--- src/rtl/core/assert_macros.svh ---
// Assertion macros for the RTL that checks itself.
`ifndef ASSERT_MACROS_SVH
`define ASSERT_MACROS_SVH

// Concurrent check on the rising clock edge, off while reset is low.
`define ASSERT_CLK(label, prop, msg) \
    label: assert property (@(posedge i_clk) disable iff (!i_rst_n) (prop)) else $error(msg);

// Implication form of the same check.
`define ASSERT_IMPL(label, cond, prop, msg) \
    label: assert property (@(posedge i_clk) disable iff (!i_rst_n) (cond) |-> (prop)) \
        else $error(msg);

`endif

--- src/rtl/core/red_pkg.sv ---
`timescale 1ns / 1ps
// ----------------------------------------------------------------------------
// RED drop decision package
// Beat types, drop reason codes, register indexes and sequencer states.
// ----------------------------------------------------------------------------
package red_pkg;

    typedef struct packed {
        logic        func;
        logic [15:0] queue_packets;
        logic [31:0] now;
        logic        fits;
    } t_in_beat;

    typedef struct packed {
        logic        accept;
        logic [1:0]  drop_reason;
        logic [31:0] avg_queue;
    } t_out_beat;

    localparam logic [1:0] REASON_NONE   = 2'd0;
    localparam logic [1:0] REASON_EARLY  = 2'd1;
    localparam logic [1:0] REASON_FORCED = 2'd2;
    localparam logic [1:0] REASON_NOROOM = 2'd3;

    localparam logic FUNC_ARRIVAL   = 1'b0;
    localparam logic FUNC_DEPARTURE = 1'b1;

    localparam logic [2:0] REG_AVG_WEIGHT = 3'd0;
    localparam logic [2:0] REG_MIN_THRESH = 3'd1;
    localparam logic [2:0] REG_MAX_THRESH = 3'd2;
    localparam logic [2:0] REG_QUEUE_LIM  = 3'd3;
    localparam logic [2:0] REG_TX_TIME    = 3'd4;
    localparam logic [2:0] REG_RNG_SEED   = 3'd5;

    localparam logic [31:0] LFSR_MASK     = 32'h8020_0003;
    localparam logic [4:0]  DIV_LAST      = 5'd31;
    localparam logic [4:0]  DRAW_LAST     = 5'd15;
    localparam logic [16:0] COUNT_SAT     = 17'd65535;
    localparam logic [16:0] COUNT_RESET   = 17'h1FFFF;

    typedef enum logic [3:0] {
        S_IDLE,
        S_DEC_CHK,
        S_DEC_WR,
        S_EW1,
        S_EW2,
        S_EW3,
        S_DIV_INIT,
        S_DIV,
        S_CLASS,
        S_T1,
        S_T2,
        S_DRAW,
        S_FIN,
        S_OUT
    } t_state;

endpackage

--- src/rtl/core/red_queue_drop_decision_top.sv ---
`timescale 1ns / 1ps
// Sequence: a departure beat goes straight to the result states S_FIN and S_OUT; an arrival runs
// the EWMA update (or, with an empty queue, up to MAX_DECAY_STEPS idle decay steps instead),
// a 32-step divide, the count test and, on an early drop or count wrap, a 16-step random draw.
// Throughput: one beat at a time; the next beat is taken once the result has been taken.
// The sequencer uses the single shared multiplier and a bit-serial divider.
// Reset (synchronous, active low) loads register defaults, zero average, count -1, LFSR 1.
// ----------------------------------------------------------------------------
// RED queue drop decision
// Random early detection drop decision for an externally kept packet queue,
// computed by a small sequencer around one shared multiplier.
// ----------------------------------------------------------------------------
`include "assert_macros.svh"

module red_queue_drop_decision_top #(
    parameter int unsigned MAX_DECAY_STEPS = 255
) (
    input  logic               i_clk,
    input  logic               i_rst_n,
    input  logic               i_in_valid,
    output logic               o_in_stall,
    input  red_pkg::t_in_beat  i_in_data,
    output logic               o_out_valid,
    input  logic               i_out_stall,
    output red_pkg::t_out_beat o_out_data,
    input  logic               psel,
    input  logic               penable,
    input  logic               pwrite,
    input  logic [4:0]         paddr,
    input  logic [31:0]        pwdata,
    output logic [31:0]        prdata,
    output logic               pready
);

    // Configuration registers.
    logic [15:0] r_wq, r_lim, r_tt;
    logic [16:0] r_min, r_max;
    logic [31:0] r_seed;

    // Block state that lives across beats.
    logic [31:0] r_avg, n_avg;
    logic [31:0] r_idle, n_idle;
    logic [16:0] r_pc, n_pc;
    logic [15:0] r_draw, n_draw;
    logic [31:0] r_lfsr, n_lfsr;

    // Sequencer control.
    red_pkg::t_state r_state, n_state;
    logic [4:0]  r_cnt, n_cnt;
    logic [15:0] r_k, n_k;
    logic        r_out_valid, n_out_valid;

    // Working registers of the current beat.
    logic [15:0] r_q, n_q;
    logic        r_fits, n_fits;
    logic        r_func, n_func;
    logic [31:0] r_rem, n_rem;
    logic [33:0] r_tmp, n_tmp;
    logic [31:0] r_quo, n_quo;
    logic [16:0] r_drem, n_drem;
    logic [1:0]  r_reason, n_reason;
    logic [48:0] r_prod;
    red_pkg::t_out_beat r_out, n_out;

    // Shared multiplier; its product is registered every cycle.
    logic [31:0] mul_a;
    logic [16:0] mul_b;
    logic [48:0] mul_prod;

    logic        cfg_wr;
    logic [2:0]  cfg_idx;
    logic [16:0] keep;
    logic [15:0] lim_eff, tt_eff;
    logic        in_acc;
    logic [32:0] ew_sum;
    logic [16:0] div_trial;
    logic        div_bit;
    logic [16:0] pc_inc;
    logic [31:0] lfsr_step;
    logic [49:0] test_lhs;

    assign cfg_wr  = psel && penable && pwrite;
    assign cfg_idx = paddr[4:2];
    assign pready  = 1'b1;

    // Weight complement, and divisors of zero treated as one.
    assign keep    = 17'h10000 - {1'b0, r_wq};
    assign lim_eff = (r_lim == '0) ? 16'd1 : r_lim;
    assign tt_eff  = (r_tt == '0) ? 16'd1 : r_tt;

    assign o_in_stall  = (r_state != red_pkg::S_IDLE);
    assign in_acc      = i_in_valid && !o_in_stall;
    assign o_out_valid = r_out_valid;
    assign o_out_data  = r_out;

    assign mul_prod = mul_a * mul_b;

    // Restoring divider: one quotient bit per cycle, remainder stays below the limit.
    assign div_trial = {r_drem[15:0], r_quo[31]};
    assign div_bit   = (div_trial >= {1'b0, lim_eff});

    // Packet count with saturation at the top.
    assign pc_inc = (r_pc == red_pkg::COUNT_SAT) ? r_pc : r_pc + 17'd1;

    // One Galois step of the right-shifting LFSR.
    assign lfsr_step = r_lfsr[0] ? ((r_lfsr >> 1) ^ red_pkg::LFSR_MASK) : (r_lfsr >> 1);

    assign ew_sum   = {1'b0, r_tmp[31:0]} + {1'b0, r_prod[31:0]};
    assign test_lhs = {r_tmp, 16'd0};

    always_comb begin
        case (cfg_idx)
            red_pkg::REG_AVG_WEIGHT: prdata = {16'd0, r_wq};
            red_pkg::REG_MIN_THRESH: prdata = {15'd0, r_min};
            red_pkg::REG_MAX_THRESH: prdata = {15'd0, r_max};
            red_pkg::REG_QUEUE_LIM:  prdata = {16'd0, r_lim};
            red_pkg::REG_TX_TIME:    prdata = {16'd0, r_tt};
            red_pkg::REG_RNG_SEED:   prdata = r_seed;
            default:                 prdata = '0;
        endcase
    end

    // Next state, multiplier operands and datapath updates.
    always_comb begin
        n_state     = r_state;
        n_avg       = r_avg;
        n_idle      = r_idle;
        n_pc        = r_pc;
        n_draw      = r_draw;
        n_lfsr      = r_lfsr;
        n_cnt       = r_cnt;
        n_k         = r_k;
        n_out_valid = r_out_valid;
        n_q         = r_q;
        n_fits      = r_fits;
        n_func      = r_func;
        n_rem       = r_rem;
        n_tmp       = r_tmp;
        n_quo       = r_quo;
        n_drem      = r_drem;
        n_reason    = r_reason;
        n_out       = r_out;
        mul_a       = r_avg;
        mul_b       = keep;

        case (r_state)
            red_pkg::S_IDLE: begin
                if (in_acc) begin
                    n_q      = i_in_data.queue_packets;
                    n_fits   = i_in_data.fits;
                    n_func   = i_in_data.func;
                    n_reason = red_pkg::REASON_NONE;
                    n_k      = '0;
                    n_rem    = i_in_data.now - r_idle;
                    if (i_in_data.func == red_pkg::FUNC_DEPARTURE) begin
                        if (i_in_data.queue_packets == '0) begin
                            n_idle = i_in_data.now;
                        end
                        n_state = red_pkg::S_FIN;
                    end else if (i_in_data.queue_packets == '0) begin
                        n_state = red_pkg::S_DEC_CHK;
                    end else begin
                        n_state = red_pkg::S_EW1;
                    end
                end
            end
            red_pkg::S_DEC_CHK: begin
                // Each idle step removes one transmission time from the elapsed time.
                if ((r_k < 16'(MAX_DECAY_STEPS)) && (r_rem >= {16'd0, tt_eff})) begin
                    n_rem   = r_rem - {16'd0, tt_eff};
                    n_k     = r_k + 16'd1;
                    n_state = red_pkg::S_DEC_WR;
                end else begin
                    n_state = red_pkg::S_DIV_INIT;
                end
            end
            red_pkg::S_DEC_WR: begin
                n_avg   = r_prod[47:16];
                n_state = red_pkg::S_DEC_CHK;
            end
            red_pkg::S_EW1: begin
                n_state = red_pkg::S_EW2;
            end
            red_pkg::S_EW2: begin
                n_tmp   = {2'd0, r_prod[47:16]};
                mul_a   = {16'd0, r_q};
                mul_b   = {1'b0, r_wq};
                n_state = red_pkg::S_EW3;
            end
            red_pkg::S_EW3: begin
                n_avg   = ew_sum[32] ? 32'hFFFF_FFFF : ew_sum[31:0];
                n_state = red_pkg::S_DIV_INIT;
            end
            red_pkg::S_DIV_INIT: begin
                n_quo   = r_avg;
                n_drem  = '0;
                n_cnt   = '0;
                n_state = red_pkg::S_DIV;
            end
            red_pkg::S_DIV: begin
                n_drem  = div_bit ? (div_trial - {1'b0, lim_eff}) : div_trial;
                n_quo   = {r_quo[30:0], div_bit};
                n_cnt   = r_cnt + 5'd1;
                if (r_cnt == red_pkg::DIV_LAST) begin
                    n_state = red_pkg::S_CLASS;
                end
            end
            red_pkg::S_CLASS: begin
                n_cnt = '0;
                mul_a = {15'd0, pc_inc};
                mul_b = r_quo[16:0] - r_min;
                if ((r_quo >= {15'd0, r_min}) && (r_quo <= {15'd0, r_max})) begin
                    n_pc = pc_inc;
                    if (pc_inc == '0) begin
                        n_state = red_pkg::S_DRAW;
                    end else if (r_max == r_min) begin
                        n_reason = red_pkg::REASON_EARLY;
                        n_pc     = '0;
                        n_state  = red_pkg::S_DRAW;
                    end else begin
                        n_state = red_pkg::S_T1;
                    end
                end else if (r_quo > {15'd0, r_max}) begin
                    n_reason = red_pkg::REASON_FORCED;
                    n_pc     = '0;
                    n_state  = red_pkg::S_FIN;
                end else begin
                    n_pc    = red_pkg::COUNT_RESET;
                    n_state = red_pkg::S_FIN;
                end
            end
            red_pkg::S_T1: begin
                n_tmp   = r_prod[33:0];
                mul_a   = {16'd0, r_draw};
                mul_b   = r_max - r_min;
                n_state = red_pkg::S_T2;
            end
            red_pkg::S_T2: begin
                // Cross-multiplied form of count * p >= draw.
                if (test_lhs >= {1'b0, r_prod}) begin
                    n_reason = red_pkg::REASON_EARLY;
                    n_pc     = '0;
                    n_state  = red_pkg::S_DRAW;
                end else begin
                    n_state = red_pkg::S_FIN;
                end
            end
            red_pkg::S_DRAW: begin
                n_lfsr = lfsr_step;
                n_cnt  = r_cnt + 5'd1;
                if (r_cnt == red_pkg::DRAW_LAST) begin
                    n_draw  = lfsr_step[15:0];
                    n_state = red_pkg::S_FIN;
                end
            end
            red_pkg::S_FIN: begin
                n_out.avg_queue   = r_avg;
                n_out.accept      = 1'b0;
                n_out.drop_reason = r_reason;
                if ((r_func == red_pkg::FUNC_ARRIVAL) && (r_reason == red_pkg::REASON_NONE)) begin
                    if (r_fits) begin
                        n_out.accept = 1'b1;
                    end else begin
                        n_out.drop_reason = red_pkg::REASON_NOROOM;
                    end
                end
                n_out_valid = 1'b1;
                n_state     = red_pkg::S_OUT;
            end
            red_pkg::S_OUT: begin
                if (!i_out_stall) begin
                    n_out_valid = 1'b0;
                    n_state     = red_pkg::S_IDLE;
                end
            end
            default: begin
                n_state = red_pkg::S_IDLE;
            end
        endcase

        // A seed write reloads the LFSR; a zero seed would lock it.
        if (cfg_wr && (cfg_idx == red_pkg::REG_RNG_SEED)) begin
            n_lfsr = (pwdata == '0) ? 32'd1 : pwdata;
        end
    end

    always_ff @(posedge i_clk) begin
        if (!i_rst_n) begin
            r_state     <= red_pkg::S_IDLE;
            r_out_valid <= 1'b0;
            r_avg       <= '0;
            r_idle      <= '0;
            r_pc        <= red_pkg::COUNT_RESET;
            r_draw      <= '0;
            r_lfsr      <= 32'd1;
            r_wq        <= 16'd128;
            r_min       <= 17'd16384;
            r_max       <= 17'd49152;
            r_lim       <= 16'd1000;
            r_tt        <= 16'd1;
            r_seed      <= 32'd1;
        end else begin
            r_state     <= n_state;
            r_out_valid <= n_out_valid;
            r_avg       <= n_avg;
            r_idle      <= n_idle;
            r_pc        <= n_pc;
            r_draw      <= n_draw;
            r_lfsr      <= n_lfsr;
            if (cfg_wr) begin
                case (cfg_idx)
                    red_pkg::REG_AVG_WEIGHT: r_wq   <= pwdata[15:0];
                    red_pkg::REG_MIN_THRESH: r_min  <= pwdata[16:0];
                    red_pkg::REG_MAX_THRESH: r_max  <= pwdata[16:0];
                    red_pkg::REG_QUEUE_LIM:  r_lim  <= pwdata[15:0];
                    red_pkg::REG_TX_TIME:    r_tt   <= pwdata[15:0];
                    red_pkg::REG_RNG_SEED:   r_seed <= pwdata;
                    default: begin
                    end
                endcase
            end
        end
    end

    // Working registers carry no reset; the sequencer loads them before use.
    always_ff @(posedge i_clk) begin
        r_cnt    <= n_cnt;
        r_k      <= n_k;
        r_q      <= n_q;
        r_fits   <= n_fits;
        r_func   <= n_func;
        r_rem    <= n_rem;
        r_tmp    <= n_tmp;
        r_quo    <= n_quo;
        r_drem   <= n_drem;
        r_reason <= n_reason;
        r_prod   <= mul_prod;
        r_out    <= n_out;
    end

    // While a result waits, no new beat may enter.
    `ASSERT_IMPL(a_out_blocks_in, r_out_valid, o_in_stall, "input taken while result pending")
    // A departure never enqueues and never reports a drop.
    `ASSERT_IMPL(a_dep_result, r_out_valid && (r_func == red_pkg::FUNC_DEPARTURE),
        !r_out.accept && (r_out.drop_reason == red_pkg::REASON_NONE), "bad departure result")
    // An accepted packet carries no drop reason.
    `ASSERT_IMPL(a_accept_reason, r_out_valid && r_out.accept,
        r_out.drop_reason == red_pkg::REASON_NONE, "accept with drop reason")
    // The LFSR must never lock at zero.
    `ASSERT_CLK(a_lfsr_live, r_lfsr != '0, "LFSR reached zero")

endmodule
--- config.mk ---
export PLATFORM = sky130hd
export DESIGN_NAME = red_queue_drop_decision_top
export DESIGN_NICKNAME = d
export VERILOG_FILES = /design/src/rtl/core/red_pkg.sv /design/src/rtl/core/red_queue_drop_decision_top.sv
export VERILOG_INCLUDE_DIRS = /design/src /design/src/rtl/core
export SDC_FILE = /design/constraint.sdc
export NUM_CORES = 2
export LEC_CHECK = 0
export ABC_AREA = 1
export BUFFER_PORTS_ARGS = -buffer_cell sky130_fd_sc_hd__clkbuf_2
export CELL_PAD_IN_SITES_DETAIL_PLACEMENT = 1
export CELL_PAD_IN_SITES_GLOBAL_PLACEMENT = 1
export CORE_MARGIN = 2
export CORE_UTILIZATION = 52
export CTS_CLUSTER_DIAMETER = 200
export DETAILED_ROUTE_END_ITERATION = 10
export HOLD_SLACK_MARGIN = 0.12
export PLACE_DENSITY_LB_ADDON = 0.1
export SLEW_MARGIN = 20
export SYNTH_ARGS = -nofsm -noshare
export SYNTH_HDL_FRONTEND = slang
export SYNTH_SLANG_ARGS = --single-unit
export TNS_END_PERCENT = 10
--- constraint.sdc ---
create_clock -name i_clk -period 16.8 [get_ports i_clk]
set_clock_uncertainty 0.1 [all_clocks]
set_input_delay 3.36 -clock i_clk [delete_from_list [all_inputs] [get_ports i_clk]]
set_output_delay 3.36 -clock i_clk [all_outputs]
set_load 0.005 [all_outputs]
==> results.py <==
metrics = {
    "outcome": {
        "status": "complete, no violations",
    },
    "synthesis": {
        "synth_xor_area_share_pct": 2.15,
        "synthSimpleGateAreaFrac_pct": 18.7,
        "synthCells": 6108,
        "avgSynthCellArea_um2": 7.66,
        "synth_edf_count": 190,
        "synth_area_mm2": 0.0468,
        "syn_nets": 6965,
        "synthAdderAreaFrac_pct": 27.7,
        "yosys_warnings": 0,
        "async_reset_ff_share_pct": 0,
        "ys_ff_latch": 487,
        "synth_cell_type_count": 71,
        "synth_top_family_by_area": "adder cells",
        "seq_area_frac_synth_pct": 24.9,
        "ys.flop_type": "dfxtp_1",
        "muxShareOfSynthArea_pct": 0.0428,
        "synth_compound_area_share_pct": 14.6,
    },
    "detailed_routing": {
        "vias_per_cell": 5.90,
        "totalWireLength_mm": 176,
        "drt_pass1_iterations": 6,
        "ant_nets": 0,
        "drt_iter0_markers": 3670,
        "drc": 0,
        "wl_per_cell_um": 23.9,
        "vias": 43600,
    },
    "floorplan": {
        "dieWidth_um": 304,
        "core_mm2": 0.0896,
        "die-height_um": 304,
        "fp.dieArea_mm2": 0.0924,
        "initial_utilization_pct": 52.2,
        "rows": 110,
        "io_pins": 164,
    },
    "finish": {
        "fill_cells": 11300,
        "drive_above_1_share_pct": 6.55,
        "mostFrequentLayoutCell": "nand2_1",
        "area_delta_synth_final_pct": 7.84,
        "layout.nets": 7023,
        "fin_cells": 7392,
        "final_util_pct": 56.3,
        "layout_common_cells": "nand2_1, inv_1, a21oi_1",
    },
    "cts": {
        "clock-sinks": 487,
        "cts_tree": "built",
        "cts.path.max_buffers": 3,
        "cts_resized": 0,
        "cts_buffers": 57,
        "post_cts_buffers": 0,
        "cts_max_level": 2,
        "clkTransAtPathRegs_ps": 70,
        "cts_hold_buf": 0,
        "clk_latency_ps": 660,
        "cts-root-buf": "clkbuf_16",
    },
    "sta": {
        "fin_setup_tns_ps": 0,
        "min_period_over_period_pct": 58.1,
        "fmax_ghz": 0.103,
        "finalHoldViolations": 0,
        "final_max_slew_viol_count": 0,
        "worst_pin_slew_ps": 1070,
        "rsz0062_at_grt": "no",
        "fin_crit_ps": 9760,
        "max_slew_margin_pct": 28.1,
        "fin_hold_ws_ps": 358,
        "finalSetupViolCount": 0,
    },
    "placed_design": {
        "io_buffer_count": 160,
        "dp_cells": 7282,
        "hpwl_mm": 137,
        "gp_congestion": 0.978,
    },
    "global_routing": {
        "grt_pass1_wl_mm": 269,
        "grt-ovfl-total": 0,
        "antenna_found_initial": 7,
        "grt_max_degree": 96,
        "grt_pass1_vias": 45900,
        "grt_usage_pct": 38.0,
    },
    "worst_hold_path": {
        "hold_path.class": "reg -> reg",
    },
    "critical_path": {
        "startpoint_type": "register",
        "worstSetupEndpointType": "register",
        "cp_slowest_cell": "inv_2",
        "path_class": "reg -> reg",
        "crit_path_max_incr_delay_ps": 750,
        "required_ps": 17240,
        "cp_max_fo": 30,
        "cp.arrival_ps": 10190,
    },
    "run": {
        "maxCapViolCount": 0,
    },
}
==> registers in the layout (all words and copies together) (netlist names), 2 cells and up <==
| signal | cells |
|---|---|
| r_cnt | 5 |
| r_tmp | 34 |
| r_lfsr | 32 |
| r_lim | 16 |
| r_pc | 17 |
| o_out_data | 35 |
| r_state | 4 |
| r_rem | 32 |
| r_prod | 49 |
| r_k | 16 |
| r_wq | 16 |
| r_seed | 32 |
| r_min | 17 |
| r_q | 16 |
| r_quo | 32 |
| r_drem | 16 |
| r_max | 17 |
| r_draw | 16 |
| r_idle | 32 |
| r_reason | 2 |
| r_tt | 16 |
| r_avg | 32 |
==> metal layers <==
metal | track usage (%) | up-vias | wire length (µm)
met3 | 8.42 | 398 | 15700
li1 | - | 19600 | -
met4 | 15.6 | 4 | 8110
met1 | 49.8 | 21900 | 72700
met2 | 60.8 | 1717 | 79900
met5 | 0 | - | 23
==> worst max-delay path: cells and delay by family, from the launching register on <==
kind                     cells  cell delay, ps
AO/OA/AOI/OAI                7            1750
XOR/XNOR                     1             300
adder cells (fa/ha/maj)      7            3610
buffers and inverters       10            1800
flip-flops                   1             500
AND/OR/NAND/NOR              6            1550
==> cell usage after synthesis, drive strengths merged (22+ instances only) <==
library cell	number	share of area, %
a21o	26	0.42
a21oi	517	5.5
buf	97	1.3
clkbuf	112	0.90
dfxtp	297	13
edfxtp	190	12
fa	455	19
ha	308	8.2
inv	1212	9.7
nand2	1200	9.7
nand3	250	2.7
nand4	50	0.70
nor2	461	3.9
nor3	60	0.71
nor4	31	0.48
o211ai	33	0.54
o21ai	480	5.2
o21bai	22	0.35
o22ai	36	0.48
xnor2	39	0.73
xor2	76	1.4
==> final cells by class <==
| type | instances | area (µm²) | area share, % |
|---|---|---|---|
| Antenna cell | 3 | 7.51 | 0.0149 |
| Timing Repair Buffer | 208 | 1170 | 2.31 |
| Clock inverter | 28 | 349 | 0.692 |
| Sequential cell | 487 | 11700 | 23.1 |
| Clock buffer | 78 | 1620 | 3.21 |
| Multi-Input combinational cell | 4198 | 29600 | 58.7 |
| Tap cell | 1176 | 1470 | 2.92 |
| Inverter | 1214 | 4560 | 9.03 |
==> metrics by stage <==
step	instance area, µm²	worst slack [ps]
floorplan	46800	8110
global placement	48500	7550
detailed placement	48500	7490
CTS	50400	7390
global route	50500	6790
finish	50500	7040
==> cell families (layout without fill, tap and decap cells) <==
group	after synthesis	after routing
xor gates and xnor gates	115	115
and+or+nand+nor	2086	2086
other	1	4
buffers and inverters	1423	1528
DFF	487	487
AOI/OAI and AO/OA	1231	1231
muxes	2	2
adders and majority gates	763	763
==> final timing paths <==
kind	slack [ps]	start	cells past startpoint	endpoint
hold reg to reg	360	r_idle[13]	2	r_idle[13]
setup / recovery	7040	r_state[3]	31	r_prod[34]
hold / removal	360	r_idle[13]	2	r_idle[13]
setup reg to reg	7040	r_state[3]	31	r_prod[34]
Power is left out: the tool's default activity adds up to more than one toggle a clock period on the data nets, which glitch-free logic cannot reach.
